<file path="config.mk">
export PLATFORM = sky130hd
export DESIGN_NAME = trigger_event_range_builder
export DESIGN_NICKNAME = d
export VERILOG_FILES = /design/src/design/terb_pkg.sv /design/src/design/trigger_event_range_builder.sv /design/src/design/terb_front.sv /design/src/design/terb_queue.sv /design/src/design/terb_back.sv
export SDC_FILE = /design/constraint.sdc
export NUM_CORES = 1
export LEC_CHECK = 0
export BUFFER_PORTS_ARGS = -buffer_cell sky130_fd_sc_hd__clkbuf_2
export CORE_MARGIN = 2
export CORE_UTILIZATION = 50
export CTS_CLUSTER_SIZE = 25
export DETAILED_ROUTE_END_ITERATION = 16
export GPL_ROUTABILITY_DRIVEN = 0
export PLACE_DENSITY_LB_ADDON = 0.2
export REMOVE_ABC_BUFFERS = 1
export SLEW_MARGIN = 30
export SYNTH_ARGS = -nofsm -noshare
export SYNTH_HDL_FRONTEND = slang
export SYNTH_SLANG_ARGS = --single-unit
</file>
<file path="constraint.sdc">
create_clock -name clk -period 11.2 [get_ports clk]
set_input_delay 1.68 -clock clk [delete_from_list [all_inputs] [get_ports clk]]
set_output_delay 1.68 -clock clk [all_outputs]
set_load 0.1 [all_outputs]
</file>
<file path="src/design/terb_pkg.sv">
// Shared types, constants and helpers for the trigger event range builder.
package terb_pkg;

	localparam int ID_W = 48;
	localparam int CFG_W = 16;
	localparam int CFG_IDX_W = 1;
	localparam int QUEUE_DEPTH = 2;
	localparam int QPTR_W = $clog2(QUEUE_DEPTH);
	localparam int QCNT_W = $clog2(QUEUE_DEPTH + 1);

	localparam logic [1:0] MODE_RUN = 2'd0;
	localparam logic [1:0] MODE_START = 2'd1;
	localparam logic [1:0] MODE_STOP = 2'd2;
	localparam logic [1:0] MODE_EXIT = 2'd3;

	localparam logic [1:0] KIND_EVENT = 2'd0;
	localparam logic [1:0] KIND_START = 2'd1;
	localparam logic [1:0] KIND_STOP = 2'd2;
	localparam logic [1:0] KIND_EXIT = 2'd3;

	localparam logic [CFG_IDX_W-1:0] REG_PRETRIGGER = 1'd0;
	localparam logic [CFG_IDX_W-1:0] REG_SKIP = 1'd1;

	typedef struct packed {
		logic [1:0] mode;
		logic [47:0] record_id;
		logic trigger;
	} item_t;

	typedef struct packed {
		logic [1:0] kind;
		logic [47:0] first_id;
		logic [47:0] final_id;
		logic last;
	} result_t;

	typedef enum logic [2:0] {
		OP_RUN_HIT,
		OP_RUN_MISS,
		OP_START,
		OP_STOP,
		OP_EXIT
	} op_t;

	typedef struct packed {
		op_t op;
		logic [ID_W-1:0] id;
	} cmd_t;

	typedef struct packed {
		logic valid;
		cmd_t cmd;
	} cmd_beat_t;

endpackage

</file>
<file path="src/design/trigger_event_range_builder.sv">
// Top level of the trigger event range builder: front, command queue and back.
//
//  channel  | handshake                    | beat
//  ---------+------------------------------+-----------------------------------
//  item     | item_valid / item_stall      | item   (mode, record_id, trigger)
//  result   | result_valid / result_stall  | result (kind, first_id, final_id, last)
//  config   | cfg_we                       | cfg_index, cfg_data
//
// One item per cycle is accepted while item_stall is low; the back part retires one command per cycle
// unless a stalled result holds it. A stop or exit that closes an open event emits two result beats
// through the single result register, first the finished event and then the marker.
// arst_n clears the queue, event state, configuration and result valid.
// A stalled result holds the back part at the next command that emits a beat;
// the two-entry queue then fills and raises item_stall.
module trigger_event_range_builder (
	input  logic                           clk,
	input  logic                           arst_n,
	input  logic                           item_valid,
	output logic                           item_stall,
	input  terb_pkg::item_t                item,
	output logic                           result_valid,
	input  logic                           result_stall,
	output terb_pkg::result_t              result,
	input  logic                           cfg_we,
	input  logic [terb_pkg::CFG_IDX_W-1:0] cfg_index,
	input  logic [terb_pkg::CFG_W-1:0]     cfg_data
);

	terb_pkg::cmd_beat_t push;
	terb_pkg::cmd_beat_t head;
	logic queue_full;
	logic pop;

	terb_front u_front (
		.item       (item),
		.item_valid (item_valid),
		.item_stall (item_stall),
		.queue_full (queue_full),
		.push       (push)
	);

	terb_queue u_queue (
		.clk    (clk),
		.arst_n (arst_n),
		.push   (push),
		.pop    (pop),
		.full   (queue_full),
		.head   (head)
	);

	terb_back u_back (
		.clk          (clk),
		.arst_n       (arst_n),
		.cfg_we       (cfg_we),
		.cfg_index    (cfg_index),
		.cfg_data     (cfg_data),
		.head         (head),
		.pop          (pop),
		.result       (result),
		.result_valid (result_valid),
		.result_stall (result_stall)
	);

	a_marker_zero_ids: assert property (@(posedge clk) disable iff (!arst_n)
		result_valid && result.kind != terb_pkg::KIND_EVENT |->
			result.first_id == '0 && result.final_id == '0)
		else $error("marker beat carries nonzero ids");

	a_marker_last: assert property (@(posedge clk) disable iff (!arst_n)
		result_valid && result.kind != terb_pkg::KIND_EVENT |-> result.last)
		else $error("marker beat not flagged last");

	a_not_last_is_event: assert property (@(posedge clk) disable iff (!arst_n)
		result_valid && !result.last |-> result.kind == terb_pkg::KIND_EVENT)
		else $error("non-last beat is not a finished event");

	a_stall_only_when_full: assert property (@(posedge clk) disable iff (!arst_n)
		item_stall |-> queue_full && head.valid)
		else $error("item stalled with queue space");

endmodule

</file>
<file path="src/design/terb_front.sv">
// Front part: accepts item beats and classifies them into commands.
module terb_front (
	input  terb_pkg::item_t     item,
	input  logic                item_valid,
	output logic                item_stall,
	input  logic                queue_full,
	output terb_pkg::cmd_beat_t push
);

	terb_pkg::op_t op;

	always_comb begin
		unique case (item.mode)
			terb_pkg::MODE_RUN:   op = item.trigger ? terb_pkg::OP_RUN_HIT : terb_pkg::OP_RUN_MISS;
			terb_pkg::MODE_START: op = terb_pkg::OP_START;
			terb_pkg::MODE_STOP:  op = terb_pkg::OP_STOP;
			terb_pkg::MODE_EXIT:  op = terb_pkg::OP_EXIT;
			default:              op = terb_pkg::OP_START;
		endcase
	end

	assign item_stall = queue_full;
	assign push.valid = item_valid && !queue_full;
	assign push.cmd.op = op;
	assign push.cmd.id = item.record_id[terb_pkg::ID_W-1:0];

endmodule

</file>
<file path="src/design/terb_queue.sv">
// Short command queue between the front and back parts.
module terb_queue (
	input  logic                clk,
	input  logic                arst_n,
	input  terb_pkg::cmd_beat_t push,
	input  logic                pop,
	output logic                full,
	output terb_pkg::cmd_beat_t head
);

	terb_pkg::cmd_t mem [terb_pkg::QUEUE_DEPTH];
	logic [terb_pkg::QPTR_W-1:0] wr_ptr_q;
	logic [terb_pkg::QPTR_W-1:0] rd_ptr_q;
	logic [terb_pkg::QCNT_W-1:0] count_q;
	logic do_pop;

	assign full = (count_q == terb_pkg::QCNT_W'(terb_pkg::QUEUE_DEPTH));
	assign head.valid = (count_q != '0);
	assign head.cmd = mem[rd_ptr_q];
	assign do_pop = pop && head.valid;

	always_ff @(posedge clk) begin
		if (push.valid) begin
			mem[wr_ptr_q] <= push.cmd;
		end
	end

	always_ff @(posedge clk or negedge arst_n) begin
		if (!arst_n) begin
			wr_ptr_q <= '0;
			rd_ptr_q <= '0;
			count_q <= '0;
		end else begin
			if (push.valid) begin
				wr_ptr_q <= (wr_ptr_q == terb_pkg::QPTR_W'(terb_pkg::QUEUE_DEPTH - 1)) ?
					'0 : wr_ptr_q + 1'b1;
			end
			if (do_pop) begin
				rd_ptr_q <= (rd_ptr_q == terb_pkg::QPTR_W'(terb_pkg::QUEUE_DEPTH - 1)) ?
					'0 : rd_ptr_q + 1'b1;
			end
			if (push.valid && !do_pop) begin
				count_q <= count_q + 1'b1;
			end else if (!push.valid && do_pop) begin
				count_q <= count_q - 1'b1;
			end
		end
	end

endmodule

</file>
<file path="src/design/terb_back.sv">
// Back part: event state, configuration registers and the result register.
module terb_back (
	input  logic                        clk,
	input  logic                        arst_n,
	input  logic                        cfg_we,
	input  logic [terb_pkg::CFG_IDX_W-1:0] cfg_index,
	input  logic [terb_pkg::CFG_W-1:0]  cfg_data,
	input  terb_pkg::cmd_beat_t         head,
	output logic                        pop,
	output terb_pkg::result_t           result,
	output logic                        result_valid,
	input  logic                        result_stall
);

	localparam int W = terb_pkg::ID_W;

	logic [terb_pkg::CFG_W-1:0] pretrigger_q;
	logic [terb_pkg::CFG_W-1:0] skip_q;
	logic in_event_q;
	logic span_empty_q;
	logic [W-1:0] span_first_q;
	logic [W-1:0] span_final_q;
	logic [W-1:0] event_first_q;
	logic [W-1:0] event_final_q;
	logic result_valid_q;
	terb_pkg::result_t result_q;

	logic [W+1:0] cand_wide;
	logic [W-1:0] cand;
	logic [W-1:0] pre_start;
	logic [W-1:0] span_gap;
	logic close_skip;
	logic out_free;
	logic emit;
	logic fire;
	logic hold;
	terb_pkg::result_t res_d;

	// start = max(span_final + 1 - pretrigger, span_first), clamped to the id range
	assign cand_wide = {2'b00, span_final_q} + (W+2)'(1) - {{(W+2-terb_pkg::CFG_W){1'b0}}, pretrigger_q};
	assign cand = cand_wide[W+1] ? '0 : (cand_wide[W] ? '1 : cand_wide[W-1:0]);
	assign pre_start = (cand > span_first_q) ? cand : span_first_q;

	assign span_gap = head.cmd.id - span_first_q;
	assign close_skip = span_empty_q ? (skip_q == '0) :
		((head.cmd.id < span_first_q) || (span_gap >= {{(W-terb_pkg::CFG_W){1'b0}}, skip_q}));

	assign out_free = !result_valid_q || !result_stall;

	always_comb begin
		emit = 1'b0;
		hold = 1'b0;
		res_d = '0;
		unique case (head.cmd.op) inside
			terb_pkg::OP_START: begin
				emit = 1'b1;
				res_d.kind = terb_pkg::KIND_START;
				res_d.last = 1'b1;
			end
			terb_pkg::OP_STOP, terb_pkg::OP_EXIT: begin
				emit = 1'b1;
				if (in_event_q) begin
					hold = 1'b1;
					res_d.kind = terb_pkg::KIND_EVENT;
					res_d.first_id = event_first_q;
					res_d.final_id = event_final_q;
				end else begin
					res_d.kind = (head.cmd.op == terb_pkg::OP_STOP) ?
						terb_pkg::KIND_STOP : terb_pkg::KIND_EXIT;
					res_d.last = 1'b1;
				end
			end
			terb_pkg::OP_RUN_MISS: begin
				emit = in_event_q && close_skip;
				res_d.kind = terb_pkg::KIND_EVENT;
				res_d.first_id = event_first_q;
				res_d.final_id = event_final_q;
				res_d.last = 1'b1;
			end
			default: begin
				emit = 1'b0;
			end
		endcase
	end

	assign fire = head.valid && (!emit || out_free);
	assign pop = fire && !hold;

	always_ff @(posedge clk or negedge arst_n) begin
		if (!arst_n) begin
			pretrigger_q <= '0;
			skip_q <= '0;
		end else if (cfg_we) begin
			unique case (cfg_index)
				terb_pkg::REG_PRETRIGGER: pretrigger_q <= cfg_data;
				terb_pkg::REG_SKIP:       skip_q <= cfg_data;
				default:                  pretrigger_q <= pretrigger_q;
			endcase
		end
	end

	always_ff @(posedge clk or negedge arst_n) begin
		if (!arst_n) begin
			in_event_q <= 1'b0;
			span_empty_q <= 1'b1;
			result_valid_q <= 1'b0;
		end else begin
			if (out_free) begin
				result_valid_q <= fire && emit;
			end
			if (fire) begin
				unique case (head.cmd.op) inside
					terb_pkg::OP_STOP, terb_pkg::OP_EXIT: begin
						if (in_event_q) begin
							in_event_q <= 1'b0;
						end else begin
							span_empty_q <= 1'b1;
						end
					end
					terb_pkg::OP_RUN_HIT: begin
						in_event_q <= 1'b1;
						span_empty_q <= 1'b1;
					end
					terb_pkg::OP_RUN_MISS: begin
						span_empty_q <= 1'b0;
						if (in_event_q && close_skip) begin
							in_event_q <= 1'b0;
						end
					end
					default: begin
						in_event_q <= in_event_q;
					end
				endcase
			end
		end
	end

	always_ff @(posedge clk) begin
		if (out_free && fire && emit) begin
			result_q <= res_d;
		end
		if (fire && head.cmd.op == terb_pkg::OP_RUN_HIT) begin
			if (!in_event_q) begin
				event_first_q <= span_empty_q ? head.cmd.id : pre_start;
			end
			event_final_q <= head.cmd.id;
		end
		if (fire && head.cmd.op == terb_pkg::OP_RUN_MISS) begin
			if (span_empty_q) begin
				span_first_q <= head.cmd.id;
			end
			span_final_q <= head.cmd.id;
		end
	end

	assign result = result_q;
	assign result_valid = result_valid_q;

endmodule
</file>
**Word-level counts from Yosys, hierarchy flattened**

Memory sizes are Yosys's and may differ from the RTL's.
Index checks and enable logic that the tools add are counted.

- $add $sub $neg: 7
- Order comparisons: 3
- Eq/ne operators: 10
- Mux-type cells: 27
- Bitwise operators: 2
- Reduce and logical (&&, ||, !) cells: 37

Operator list:

| cell | count |
|---|---|
| $mux W48 | 4 |
| $pmux W96 S2 | 1 |
| $mux W96 | 1 |
| $sub A50 B16 Y50 | 1 |
| $add A48 B1 Y49 const B | 1 |
| $ge A48 B16 Y1 | 1 |
| $gt A48 B48 Y1 | 1 |
| $lt A48 B48 Y1 | 1 |
| $sub A48 B48 Y48 | 1 |
| $logic_not A16 Y1 | 1 |
| $logic_and A1 B1 Y1 | 12 |
| $mux W1 | 12 |
| $pmux W3 S4 | 1 |
| $reduce_and A2 Y1 | 4 |
| $logic_not A1 Y1 | 7 |
| $eq A2 B2 Y1 const B | 3 |
| $eq A3 B2 Y1 const B | 2 |
| $mux W2 | 3 |
| $pmux W1 S3 | 2 |
| $reduce_and A3 Y1 | 2 |
| $ne A2 B2 Y1 const B | 2 |
| $pmux W1 S2 | 2 |
| $pmux W2 S2 | 1 |
| $reduce_bool A2 Y1 | 2 |
| other kinds (13) | 18 |

- Register bits after elaboration: 330
- Memory bits (writable): 102
- Output and inout bits: 101
- Memories: 1

Memory list:

| name | depth | width | rd ports | clocked after Yosys merged registers in | write ports | line | source |
|---|---|---|---|---|---|---|---|
| u_queue.mem | 2 | 51 | 1 | 0 | 1 | terb_queue.sv:11 | `terb_pkg::cmd_t mem [terb_pkg::QUEUE_DEPTH];` |

**Longest topological paths before layout**

Gate-level depths: netlist of run 1.
An unclocked memory read counts as a cell.

- Depth in word-level cells: 15
- Gate-level depth with buffers: 36

**Modules after synthesis**

A second synthesis of run 1 with hierarchy kept.

- Cells, all modules: 2200
- Area total of the unflattened synthesis: 25064.0 µm²

Modules (own cells, without submodules):

| module | instances | cells each | area an instance (µm²) | sequential area each (µm²) |
|---|---|---|---|---|
| terb_back | 1 | 1968 | 20509.7 | 9615.5 |
| terb_queue | 1 | 175 | 4121.5 | 3163.0 |
| terb_front | 1 | 57 | 432.9 | 0.0 |

**Worst setup path after synthesis of run 1**

No wires, ideal clock.

- Path kind: reg-to-reg
- From: reg u_queue.rd_ptr_q
- To: reg u_back.result_q, in the netlist u_back.result[0], enable pin
- Setup time: 0.618 ns
- Data arrival time: 9.022 ns
- Data required time: 10.582 ns
- Path slack: 1.560 ns
- Stages on the path, launching flop included: 18
- Period minus slack after synthesis: 9.640 ns
- Path through: dfrtp_1 -> clkbuf_1 -> clkbuf_1 -> buf_1 -> mux2_2 -> ha_1 -> clkbuf_1 -> o21a_1 -> a21oi_1 -> a21boi_0 -> o211ai_1 -> a31oi_1 -> o21ai_0 -> mux2i_1 -> o2111ai_1 -> o31ai_2 -> nand3b_1 -> a31oi_1

RTL lines:

| what | line | source |
|---|---|---|
| from (decl) | terb_queue.sv:13 | `logic [terb_pkg::QPTR_W-1:0] rd_ptr_q;` |
| from (signal assigned) | terb_queue.sv:39 | `rd_ptr_q <= (rd_ptr_q == terb_pkg::QPTR_W'(terb_pkg::QUEUE_DEPTH - 1)) ?` |
| to (signal assigned) | terb_back.sv:140 | `result_q <= res_d;` |
| to (decl) | terb_back.sv:26 | `terb_pkg::result_t result_q;` |

**Worst setup path after layout of run 1**

- From: reg u_back.span_final_q[0]
- To: reg u_back.event_first_q[37], data pin

- Word-level cells in the longest chain between the ends: 7

RTL lines:

| what | line | source |
|---|---|---|
| from (decl) | terb_back.sv:22 | `logic [W-1:0] span_final_q;` |
| from (signal assigned) | terb_back.sv:152 | `span_final_q <= head.cmd.id;` |
| $add A48 B1 Y49 (*) | terb_back.sv:40 | `assign cand_wide = {2'b00, span_final_q} + (W+2)'(1) - {{(W+2-terb_pkg::CFG_W){1'b0}}, pretrigger_q};` |
| $sub A50 B16 Y50 (*) | terb_back.sv:40 |  |
| $mux W48 | terb_back.sv:41 | `assign cand = cand_wide[W+1] ? '0 : (cand_wide[W] ? '1 : cand_wide[W-1:0]);` |
| $mux W48 (*) | terb_back.sv:41 |  |
| $gt A48 B48 Y1 | terb_back.sv:42 | `assign pre_start = (cand > span_first_q) ? cand : span_first_q;` |
| $mux W48 (*) | terb_back.sv:42 |  |
| $mux W48 (*) | terb_back.sv:144 | `event_first_q <= span_empty_q ? head.cmd.id : pre_start;` |
| to (signal assigned) | terb_back.sv:144 |  |
| to (decl) | terb_back.sv:23 | `logic [W-1:0] event_first_q;` |

Mark *: on every way between the ends. The rest lies on a longest branch, timed or not.
A chain may end at the register's enable or synchronous reset.

==> reports/metrics.yaml, run 1 <==
clock_tree:
  cts_hold_buf: 0
  cts_sinks: 432
  cts_tree: "yes"
  post_cts_resized: 0
  clock_latency_ps: 590
  cts_buffers: 45
  root_buffer: "clkbuf_16"
  cts_buffer_depth: 3
  cts_max_level: 2
  cts_setup_buffers: 0
  clkSlewWorstSetupHoldPaths_ps: 60
yosys:
  synth.top_cell.area_share_pct: 48.5
  synth_commonest_cells: "edfxtp_1 (393), nand2_1 (182), ha_1 (134)"
  synth_cells: 2162
  yosysSeqAreaShare_pct: 52.6
  synthFlopType: "edfxtp_1"
  syn-cell-area_um2: 24300
  synth.distinct_cells: 91
  avgSynthCellArea_um2: 11.2
  yosysTopAreaCell: "edfxtp_1"
  synth-seq-cells: 432
  synth_edf_count: 393
  yosys_warnings: 0
  synth.area.top_cells: "edfxtp_1 (49%), ha_1 (6.9%), dfrtp_1 (3.9%)"
  yosysMostFrequentCell: "edfxtp_1"
  ys_async_sr_fraction_pct: 9.03
die:
  start_util_pct: 50.8
  die_w_um: 225
  coreArea_um2: 47800
  fp.dieArea_um2: 50400
  die_y_um: 225
  std_cell_rows: 80
  io_pins: 174
drt:
  drt-initial-drc-count: 1639
  drc: 0
  vias: 17900
  firstDrtPassIters: 6
  avgRoutedWirePerCell_um: 21.7
  met1_length_um: 28600
  wl_met3_um: 4550
  wl_um: 64200
  route.met2.wl_um: 29200
  top_layer: "met4"
  vias_per_cell: 6.06
  ant_nets: 0
timing:
  rsz0062_at_grt: "no"
  worstMarginPinSlew_ps: 934
  hold_slack_ps: 512
  skew_ps: 22.4
  layout_setup_ws_ps: 2180
  min_period_ps: 9020
  finalSetupTns_ps: 0
  finalMaxSlewViolations: 0
  setup_viol: 0
  max_slew_margin_pct: 37.2
  fmax_ghz: 0.111
  finalHoldViolCount: 0
  period_share_pct: 80.6
outcome:
  outcome: "finished, final reports clean"
global_route:
  grt_max_degree: 80
  grt_pass1_wl_um: 100000
  track_usage_pct: 25.5
  antenna_found_initial: 0
  grt_pass1_vias: 17600
  gr-total-overflow: 0
placement:
  hpwl_um: 46300
  dp.cells: 2869
  dp_slack_ps: 2420
  port_buffers: 173
setup_path:
  slowest_delay_ps: 690
  reg2reg_setup_slack_ps: 2180
  timing.rr.start: "u_back.span_final_q[0]"
  worst_path_most_repeated_cell: "buf_4"
  cp-start-kind: "register"
  crit_path_start: "u_back.span_final_q[0]"
  worst_ep_arrival_time_ps: 9320
  crit_slowest_cell: "or4_1"
  worstPathRequired_ps: 11490
  crit_end: "u_back.event_first_q[37]"
  cp-end-kind: "register"
  cp_max_fo: 34
  r2r-end: "u_back.event_first_q[37]"
  criticalPathCategory: "reg -> reg"
  r2r_cells: 29
power_and_ir_drop:
  p_total_mw: 8.91
  p_leak_nw: 10.4
  p_per_area_nw_per_um2: 327
  ir_drop_mv: 0.238
cells_and_area:
  fin_cells: 2952
  final_nets: 2510
  area_growth_pct: 11.9
  antennaDiodeCount: 0
  layout-drive-gt1-share_pct: 17.3
  n_fill_cell: 3999
min_path:
  hp-class: "reg -> reg"
job:
  drv_cap: 0
-- power breakdown --
group / internal (mW) / leakage, nW / switching, mW / total, mW
sequential: 2.47 / 4.12 / 0.205 / 2.68
clock: 0.886 / 0.730 / 0.640 / 1.53
combinational: 1.26 / 5.57 / 3.45 / 4.71
-- worst min path at each step --
| stage | cells after the start | start | end |
|---|---|---|---|
| 3_5_place_dp | 1 | u_back.result_valid | u_back.result_valid |
| 4_1_cts | 1 | u_back.event_final_q[21] | u_back.result[22] |
| 2_1_floorplan | 1 | u_queue.wr_ptr_q | u_queue.wr_ptr_q |
| 3_3_place_gp | 1 | u_back.result_valid | u_back.result_valid |
| 5_1_grt | 1 | u_back.event_final_q[7] | u_back.result[8] |
| 6_report | 1 | u_back.result_valid | u_back.result_valid |
-- sequential cells by signal (all words and copies together) (netlist names) --
name                  cells
u_back.span_empty_q       1
u_queue.mem             102
u_queue.count_q           2
u_back.event_first_q     48
u_queue.rd_ptr_q          1
u_back.in_event_q         1
u_back.span_first_q      48
u_back.result_valid       1
u_back.pretrigger_q      16
u_back.span_final_q      48
u_queue.wr_ptr_q          1
u_back.event_final_q     48
u_back.skip_q            16
u_back.result            99
-- per-stage QoR --
step,utilization [%],instance area [µm²]
2_1_floorplan,-,23900
3_3_place_gp,53.8,25700
3_5_place_dp,53.8,25700
4_1_cts,56.9,27200
5_1_grt,56.9,27200
6_report,56.9,27200
-- cell families after synthesis --
kind of cell / Yosys count / share of synthesized area, %
compound gates: 463 / 12.5
xor+xnor: 116 / 4.18
fa+ha+maj: 136 / 7.06
buf+inv: 217 / 3.63
flops: 432 / 52.6
mux: 114 / 5.04
simple gates: 684 / 15.0
-- cells in the final DEF, fill, tap and decap left out, types with 24 or more instances in the layout --
master / n
edfxtp_1: 393
mux2i_1: 46
a21oi_2: 24
o21a_1: 37
xnor2_1: 72
nor3_1: 35
mux2_2: 68
dfrtp_1: 37
nor2_1: 113
o21ai_1: 34
o21ai_0: 68
nor4_1: 26
nand3_1: 40
nand2_1: 181
nand4_1: 51
clkbuf_16: 47
and2_1: 105
xor2_1: 44
a21o_1: 27
a21oi_1: 112
clkbuf_2: 173
inv_1: 113
ha_1: 134
-- routing by layer --
metal	GRT usage (%)	up-vias
met5	0	-
met4	8.57	0
met3	3.57	119
li1	-	8313
met1	36.2	8691
met2	40.3	777
-- critical path: cells and delay by family, from the launching register on --
family	cells	cell delay [ps]
AND/OR/NAND/NOR	12	4460
AO/OA/AOI/OAI	9	1410
buffers and inverters	4	1390
adder cells (fa/ha/maj)	3	880
flip-flops	1	380
XOR/XNOR	1	160
-- cell type report --
| class | count | area, µm² | area share [%] |
|---|---|---|---|
| multi-input combinational | 1513 | 10700 | 39.3 |
| sequential | 432 | 12800 | 47.0 |
| clock buffer | 53 | 1200 | 4.40 |
| timing repair buffer | 196 | 1040 | 3.82 |
| clock inverter | 30 | 295 | 1.09 |
| inverter | 113 | 424 | 1.56 |
| tap | 615 | 769 | 2.83 |
Power figures use the tool's default switching activity.
==> run 2, diff against run 1 <==
==> constraint.sdc (replaced) <==
create_clock -name clk -period 8.97 [get_ports clk]
set_input_delay 1.3455 -clock clk [delete_from_list [all_inputs] [get_ports clk]]
set_output_delay 1.3455 -clock clk [all_outputs]
set_load 0.1 [all_outputs]
==> run 2 against run 1 <==
  * Count of clock-buffer cells in the layout increased by 10
  * Critical path depth increased by 1
  * Routed wire length increased by 0.92%
  * Register-to-register slack got worse by 1700 ps
  * Global-route usage increased by 0.19 points
  * Die area unchanged
  * Cell count increased by 0.44%
  * Utilization increased by 0.48 points
  * Sequential power increased by 25%
  * Total power increased by 27%
  * Via count increased by 0.65%
  * Largest power group unchanged
  * Highest routed layer unchanged
==> reports/metrics.yaml, run 2 (synthesis gave the netlist of run 1 again) <==
drt:
  drc: 0
  firstDrtPassIters: 5
  avgRoutedWirePerCell_um: 21.8
  vias: 18000
  drt-initial-drc-count: 1815
  vias_per_cell: 6.08
  wl_um: 64800
  ant_nets: 0
die:
  die_w_um: 225
  io_pins: 174
  coreArea_um2: 47800
  die_y_um: 225
  start_util_pct: 50.8
  fp.dieArea_um2: 50400
  std_cell_rows: 80
cells_and_area:
  seqCellArea_um2: 12800
  final_area_um2: 27400
  fin_cells: 2965
  layout-drive-gt1-share_pct: 17.9
  final_nets: 2520
  final_common_cell: "edfxtp_1"
  largest_reg_flops: 102
  n_fill_cell: 4006
  regMostFlops: "u_queue.mem"
  multi_input_area_um2: 10700
  antennaDiodeCount: 0
  area_growth_pct: 12.9
  final_cell_mix: "edfxtp_1 (393), nand2_1 (181), clkbuf_2 (172)"
setup_path:
  cp-start-kind: "register"
  criticalPathCategory: "reg -> reg"
  worst_path_most_repeated_cell: "o21a_1"
  worst_ep_arrival_time_ps: 8870
  worstPathRequired_ps: 9390
  timing.critical_path.buf_inv: 1
  slowest_delay_ps: 720
  cp-end-kind: "register"
  cp_max_fo: 28
  crit_slowest_cell: "or4_1"
  critical_path.top_delay_family: "simple AND/OR/NAND/NOR gates"
timing:
  finalSetupTns_ps: 0
  finalMaxSlewViolations: 0
  max_slew_margin_pct: 35.2
  layout_setup_ws_ps: 523
  fmax_ghz: 0.118
  setup_viol: 0
  period_share_pct: 94.2
  finalHoldViolCount: 0
  rsz0062_at_grt: "no"
  min_period_ps: 8450
  worstMarginPinSlew_ps: 966
  skew_ps: 19.5
clock_tree:
  clkSlewWorstSetupHoldPaths_ps: 60
  cts_max_level: 2
  clock_latency_ps: 590
  cts_sinks: 432
  cts_hold_buf: 0
  root_buffer: "clkbuf_16"
  cts_tree: "yes"
  cts_setup_buffers: 0
  post_cts_resized: 0
  cts_buffers: 48
  cts_buffer_depth: 3
min_path:
  hp-class: "reg -> reg"
placement:
  dp.cells: 2875
  port_buffers: 173
  dpl_cell_area_um2: 25800
  hpwl_um: 47000
  dp_slack_ps: 820
outcome:
  outcome: "finished, final reports clean"
power_and_ir_drop:
  p_per_area_nw_per_um2: 412
  ir_drop_mv: 0.474
  p_total_mw: 11.3
  p_leak_nw: 10.5
global_route:
  gr-total-overflow: 0
  antenna_found_initial: 0
  grt_max_degree: 80
  grt_pass1_vias: 17800
  grt_pass1_wl_um: 101000
  track_usage_pct: 25.7
job:
  drv_cap: 0
==> run 2: cell types whose count changed in the layout (fill, tap and decap cells not counted), sizes merged <==
cell	before	now
clkinv	18	14
clkbuf	226	236
inv	118	115
buf	23	30
clkinvlp	2	5
==> run 2: metrics by stage <==
stage	hold WS (ps)	util, %
2_1_floorplan	461	-
3_3_place_gp	486	53.9
3_5_place_dp	491	53.9
4_1_cts	500	57.3
5_1_grt	528	57.4
6_report	501	57.4
==> run 2: worst register-to-register path: cells and delay by family (launching register included) <==
family,cells,cell delay [ps]
xor+xnor,1,170
simple gates,12,3850
compound gates,13,2820
fa+ha+maj,3,830
buf+inv,1,200
flops,1,410
==> run 2: layout make-up <==
type / count / share of cell area, %
flip-flops and latches: 432 / 46.6
well taps: 615 / 2.80
clock inverters: 26 / 1.03
clock buffers: 63 / 4.88
inverters: 113 / 1.55
repair buffers: 203 / 4.15
multi-input cells: 1513 / 39.0
==> run 2: final timing paths <==
path / from / end / slack (ps) / depth (start not counted)
min reg2reg: u_back.result_valid / u_back.result_valid / 500 / 1
min: u_back.result_valid / u_back.result_valid / 500 / 1
max in group asynchronous: arst_n / u_queue.rd_ptr_q / 7740 / 1
max reg2reg: u_back.span_final_q[0] / u_back.event_first_q[37] / 520 / 30
max: u_back.span_final_q[0] / u_back.event_first_q[37] / 520 / 30
min in group asynchronous: arst_n / u_back.result_valid / 790 / 1
==> run 2: report_power, final <==
group	switching [mW]	internal, mW
Combinational	4.35	1.60
Sequential	0.256	3.09
Clock	0.806	1.20
==> run 2: layer usage <==
| layer | wire length [µm] | up-vias | global-route usage, % | part of all wire, % |
|---|---|---|---|---|
| met3 | 4670 | 129 | 3.96 | 7.2 |
| met5 | 0 | - | 0 | 0 |
| li1 | - | 8326 | - | - |
| met2 | 29500 | 781 | 40.4 | 46 |
| met4 | 1840 | 0 | 8.05 | 2.8 |
| met1 | 28700 | 8781 | 36.7 | 44 |
